[src/csrsp_pkg.sv]
// Shared types, constants and codes of the CSR sparsity builder.
package csrsp_pkg;

   localparam int MaxDofsDefault        = 256;
   localparam int MaxCellsDefault       = 64;
   localparam int MaxDofsPerCellDefault = 8;

   localparam int OpWidth     = 3;
   localparam int DofWidth    = 8;
   localparam int IndexWidth  = 12;
   localparam int DataWidth   = 13;
   localparam int StatusWidth = 2;
   localparam int CsrAddrWidth = 2;
   localparam int CsrDataWidth = 9;

   localparam logic [OpWidth-1:0] OP_LOAD     = 3'd0;
   localparam logic [OpWidth-1:0] OP_BUILD    = 3'd1;
   localparam logic [OpWidth-1:0] OP_READ_PTR = 3'd2;
   localparam logic [OpWidth-1:0] OP_READ_COL = 3'd3;
   localparam logic [OpWidth-1:0] OP_CLEAR    = 3'd4;

   localparam logic [StatusWidth-1:0] ST_OK        = 2'd0;
   localparam logic [StatusWidth-1:0] ST_RANGE     = 2'd1;
   localparam logic [StatusWidth-1:0] ST_LOAD      = 2'd2;
   localparam logic [StatusWidth-1:0] ST_NOT_BUILT = 2'd3;

   localparam logic [CsrAddrWidth-1:0] REG_NUM_DOFS      = 2'd0;
   localparam logic [CsrAddrWidth-1:0] REG_NUM_CELLS     = 2'd1;
   localparam logic [CsrAddrWidth-1:0] REG_DOFS_PER_CELL = 2'd2;

   typedef enum logic [3:0] {
      ST_IDLE,
      ST_ROW_START,
      ST_CELL_RD,
      ST_CELL_CHK,
      ST_CELL_MARK,
      ST_SCAN,
      ST_ROW_END,
      ST_FINISH,
      ST_RESPOND
   } state_type;

   // Commands from controller to datapath.
   typedef struct packed {
      logic accept;       // latch request, do load, clear or read op
      logic row_init;     // store row pointer, reset cell counter
      logic cell_rd;      // issue reads of one cell entry
      logic cell_chk;     // compare entry against row
      logic cell_mark;    // mark entry
      logic scan;         // scan one mark
      logic row_next;     // advance row
      logic finish;       // write last pointer, set built
      logic out_load;     // load result register
   } cmd_type;

   typedef struct packed {
      logic req_build;
      logic rows_done;
      logic cells_done;
      logic entry_done;
      logic entry_last;
      logic hit;
      logic scan_done;
   } stat_type;

endpackage

[src/csrsp_ctrl.sv]
// Controller state machine for request handling and the build walk.
module csrsp_ctrl (
   input  logic                 clock,
   input  logic                 reset,
   input  logic                 req_fire,
   input  logic                 rsp_free,
   input  csrsp_pkg::stat_type  stat,
   output csrsp_pkg::cmd_type   cmd,
   output logic                 idle
);
   csrsp_pkg::state_type state_ff, state_in;

   always_ff @(posedge clock) begin
      if (reset) begin
         state_ff <= csrsp_pkg::ST_IDLE;
      end else begin
         state_ff <= state_in;
      end
   end

   always_comb begin
      state_in = state_ff;
      unique case (state_ff)
         csrsp_pkg::ST_IDLE: begin
            if (req_fire) begin
               state_in = stat.req_build ? csrsp_pkg::ST_ROW_START : csrsp_pkg::ST_RESPOND;
            end
         end
         csrsp_pkg::ST_ROW_START: begin
            state_in = stat.rows_done ? csrsp_pkg::ST_FINISH : csrsp_pkg::ST_CELL_RD;
         end
         csrsp_pkg::ST_CELL_RD: begin
            state_in = stat.cells_done ? csrsp_pkg::ST_SCAN : csrsp_pkg::ST_CELL_CHK;
         end
         csrsp_pkg::ST_CELL_CHK: begin
            if (stat.hit) begin
               state_in = csrsp_pkg::ST_CELL_MARK;
            end else if (stat.entry_last) begin
               state_in = csrsp_pkg::ST_CELL_RD;
            end
         end
         csrsp_pkg::ST_CELL_MARK: begin
            if (stat.entry_done) begin
               state_in = csrsp_pkg::ST_CELL_RD;
            end
         end
         csrsp_pkg::ST_SCAN: begin
            if (stat.scan_done) begin
               state_in = csrsp_pkg::ST_ROW_END;
            end
         end
         csrsp_pkg::ST_ROW_END: state_in = csrsp_pkg::ST_ROW_START;
         csrsp_pkg::ST_FINISH:  state_in = csrsp_pkg::ST_RESPOND;
         csrsp_pkg::ST_RESPOND: begin
            if (rsp_free) begin
               state_in = csrsp_pkg::ST_IDLE;
            end
         end
         default: state_in = csrsp_pkg::ST_IDLE;
      endcase
   end

   always_comb begin
      cmd  = '0;
      idle = 1'b0;
      unique case (state_ff)
         csrsp_pkg::ST_IDLE: begin
            idle       = 1'b1;
            cmd.accept = req_fire;
         end
         csrsp_pkg::ST_ROW_START: cmd.row_init  = !stat.rows_done;
         csrsp_pkg::ST_CELL_RD:   cmd.cell_rd   = !stat.cells_done;
         csrsp_pkg::ST_CELL_CHK:  cmd.cell_chk  = 1'b1;
         csrsp_pkg::ST_CELL_MARK: cmd.cell_mark = 1'b1;
         csrsp_pkg::ST_SCAN:      cmd.scan      = 1'b1;
         csrsp_pkg::ST_ROW_END:   cmd.row_next  = 1'b1;
         csrsp_pkg::ST_FINISH:    cmd.finish    = 1'b1;
         csrsp_pkg::ST_RESPOND:   cmd.out_load  = rsp_free;
         default: cmd = '0;
      endcase
   end
endmodule

[config.mk]
export PLATFORM = sky130hd
export DESIGN_NAME = csrsp_ctrl
export DESIGN_NICKNAME = d
export VERILOG_FILES = /design/src/csrsp_pkg.sv /design/src/csrsp_ctrl.sv
export SDC_FILE = /design/constraint.sdc
export NUM_CORES = 1
export LEC_CHECK = 0
export BUFFER_PORTS_ARGS = -buffer_cell sky130_fd_sc_hd__buf_4
export CORE_AREA = 2 2 39 41
export DETAILED_ROUTE_END_ITERATION = 10
export DIE_AREA = 0 0 41 43
export PLACE_DENSITY = 0.54
export SYNTH_ARGS = -nofsm -noshare
export SYNTH_HDL_FRONTEND = slang
export SYNTH_SLANG_ARGS = --single-unit
[constraint.sdc]
create_clock -name clock -period 3.8 [get_ports clock]
set_input_delay 0.57 -clock clock [delete_from_list [all_inputs] [get_ports clock]]
set_output_delay 0.57 -clock clock [all_outputs]
set_load 0.1 [all_outputs]
==> reports/results.ini <==
[outcome]
status=finished, final reports clean

[setup_path]
end_kind=output pin
crit_chain=nand2b_2 -> nor4_2 -> buf_4
critPathKind=reg2out
crit_required_ns=3.23
critPathArrivalTime_ns=1.59
critical-path-max-stage-delay_ns=0.68
path_max_fanout=16
critPathSlowestCell=dfxtp_1
critPathLaunchType=register

[floorplanning]
die_x_um=41
core.rowCount=14
die_y_um=43
core_mm2=0.001384
initial_core_util_pct=28.93
die-area_mm2=0.001763
ios=21

[placement]
port_buffers=20
placed_area_um2=571.8
gp_congestion=0.7665
pre_cts_slack_ns=1.889
dpl.hpwl_um=868.6

[detailed_routing]
wl_um=1179
antenna_left=0
drtIter0Drc=12
vias_per_cell=5.484
drcViolationCount=0
routedWlPerCell_um=12.68
vias=510
firstDrtPassIters=4

[power_and_ir_drop]
power_switching_uw=347.8
p_leak_uw=0.0002495
swShare_pct=63.90
p_int_uw=196.5
vdd_drop_max_uv=349.4
pwr-share-comb_pct=69.6
clock_power_share_pct=9.4
seq_power_share_pct=21.0
pwr_density_cell_mw_per_mm2=915.8

[worst_hold_path]
hold_path_class=in2reg

[clock_tree]
hold_buffers=0
post_cts_buffers=0
ctsResizeCount=0
insertion_delay_ns=0.23
cts_tree=done
clk_pin_slew_ns=0.03
cts-htree-levels=1
cts.sinks=4
cts_root_buf=clkbuf_4
cts_buffer_depth=2
numCtsBuffers=3

[final_layout]
drive_above_1_share_pct=38.96
layout_common_cells=buf_4, nor2_1, nand2_1
layout_commonest_cell=buf_4
diodes=0
top_regs=state_ff: 4 flops
largest_register_ffs=4
top_register=state_ff
layout.nets=90
syn_to_final_growth_pct=48.44
fin_area_um2=594.3

[sta]
finalCritPeriodShare_pct=56.83
hold_violations=0
skew_ns=0.006378
max_freq_ghz=0.4631
fin_setup_tns_ns=0
rsz0062_at_grt=false
setup-violations-final=0
slew_violations=0
layout_min_cycle_time_ns=2.159
worst_slew_pin_slew_ns=0.5783
postLayoutSetupSlackWorst_ns=1.641
relSlewSlack_pct=61.39

[logic_synthesis]
netlist_instances=58
synth_warnings=0
yosysUniqueCellTypes=26
syn_area_per_cell_um2=6.903
syn-cell-area_um2=400.4
ys_seq_elements=4
postSynthNetCount=69
ys_seq_area_share_pct=20.00

[global_routing]
grt_pass1_wl_um=1807
grt_overflow_total=0
grtUsageTotal_pct=14.44
grt_max_degree=17
grt_pass1_vias=426
grt_antenna_before_repair=0

[job]
drv_cap=0

==> final timing paths <==
path,from,endpoint,slack (ns),cells after the start
max reg2reg,state_ff[0],state_ff[0],2.00,4
min reg2reg,state_ff[1],state_ff[1],0.65,1
min,stat[1],state_ff[1],0.64,4
max,state_ff[0],cmd[7],1.64,3
==> cell families after synthesis <==
logic type             Yosys count  share of synthesized area, %
muxes                            2                         5.000
buffers and inverters            6                         6.251
DFF                              4                         20.00
and+or+nand+nor                 33                         45.94
AOI/OAI and AO/OA               13                         22.81
==> power groups by stage <==
stage | clock, uW | combinational [uW] | sequential [uW]
finish | 51.2 | 379 | 114
floorplan | 0 | 350 | 70.6
CTS | 53.4 | 380 | 113
global route | 55.7 | 406 | 119
detailed placement | 0 | 380 | 113
global placement | 0 | 383 | 115
==> critical path: cells and delay by family, from the launching register on <==
family	cells	cell delay, ns
buffers and inverters	1	0.33
flip-flops	1	0.68
AND/OR/NAND/NOR	2	0.35
==> layout make-up <==
| class | count | area (um2) |
|---|---|---|
| Fill cell | 144 | 789.5 |
| Multi-Input combinational cell | 48 | 314.1 |
| Timing Repair Buffer | 20 | 150.1 |
| Sequential cell | 4 | 80.08 |
| Clock buffer | 3 | 22.52 |
| Tap cell | 16 | 20.02 |
| Inverter | 2 | 7.507 |
==> per-layer routing <==
layer | GRT usage (%) | vias to the layer above | part of all wire, %
li1 | - | 255 | -
met1 | 20.19 | 231 | 44
met2 | 21.56 | 24 | 49
met3 | 3.141 | 0 | 7.1
met4 | 4.000 | 0 | 0
met5 | 0 | - | 0
==> per-stage QoR <==
step	hold slack, ns	instances	util (%)	power [uW]
floorplan	0.6796	58	-	421.0
global placement	0.6358	90	41.32	497.2
detailed placement	0.6384	90	41.32	492.7
CTS	0.6437	93	42.95	547.1
global route	0.6599	93	42.95	581.0
finish	0.6439	93	42.95	544.3
==> synth_stat cells (all sizes together) <==
master	number	area, um2
nand2	5	18.77
buf	2	10.01
o211ai	1	7.510
a21oi	3	15.01
or4	1	11.26
nand2b	4	27.53
nor4	4	25.02
nor3	3	15.01
clkbuf	2	7.510
a41o	1	10.01
a211oi	1	12.51
nor3b	2	15.01
or3b	1	8.760
and4	1	8.760
nand3	1	5.000
o31a	1	8.760
nor2	9	33.78
dfxtp	4	80.08
and2	1	6.260
mux2i	2	20.02
o32ai	2	17.52
and3b	1	8.760
o21ai	4	20.01
inv	2	7.510
Power figures use the tool's default switching activity.
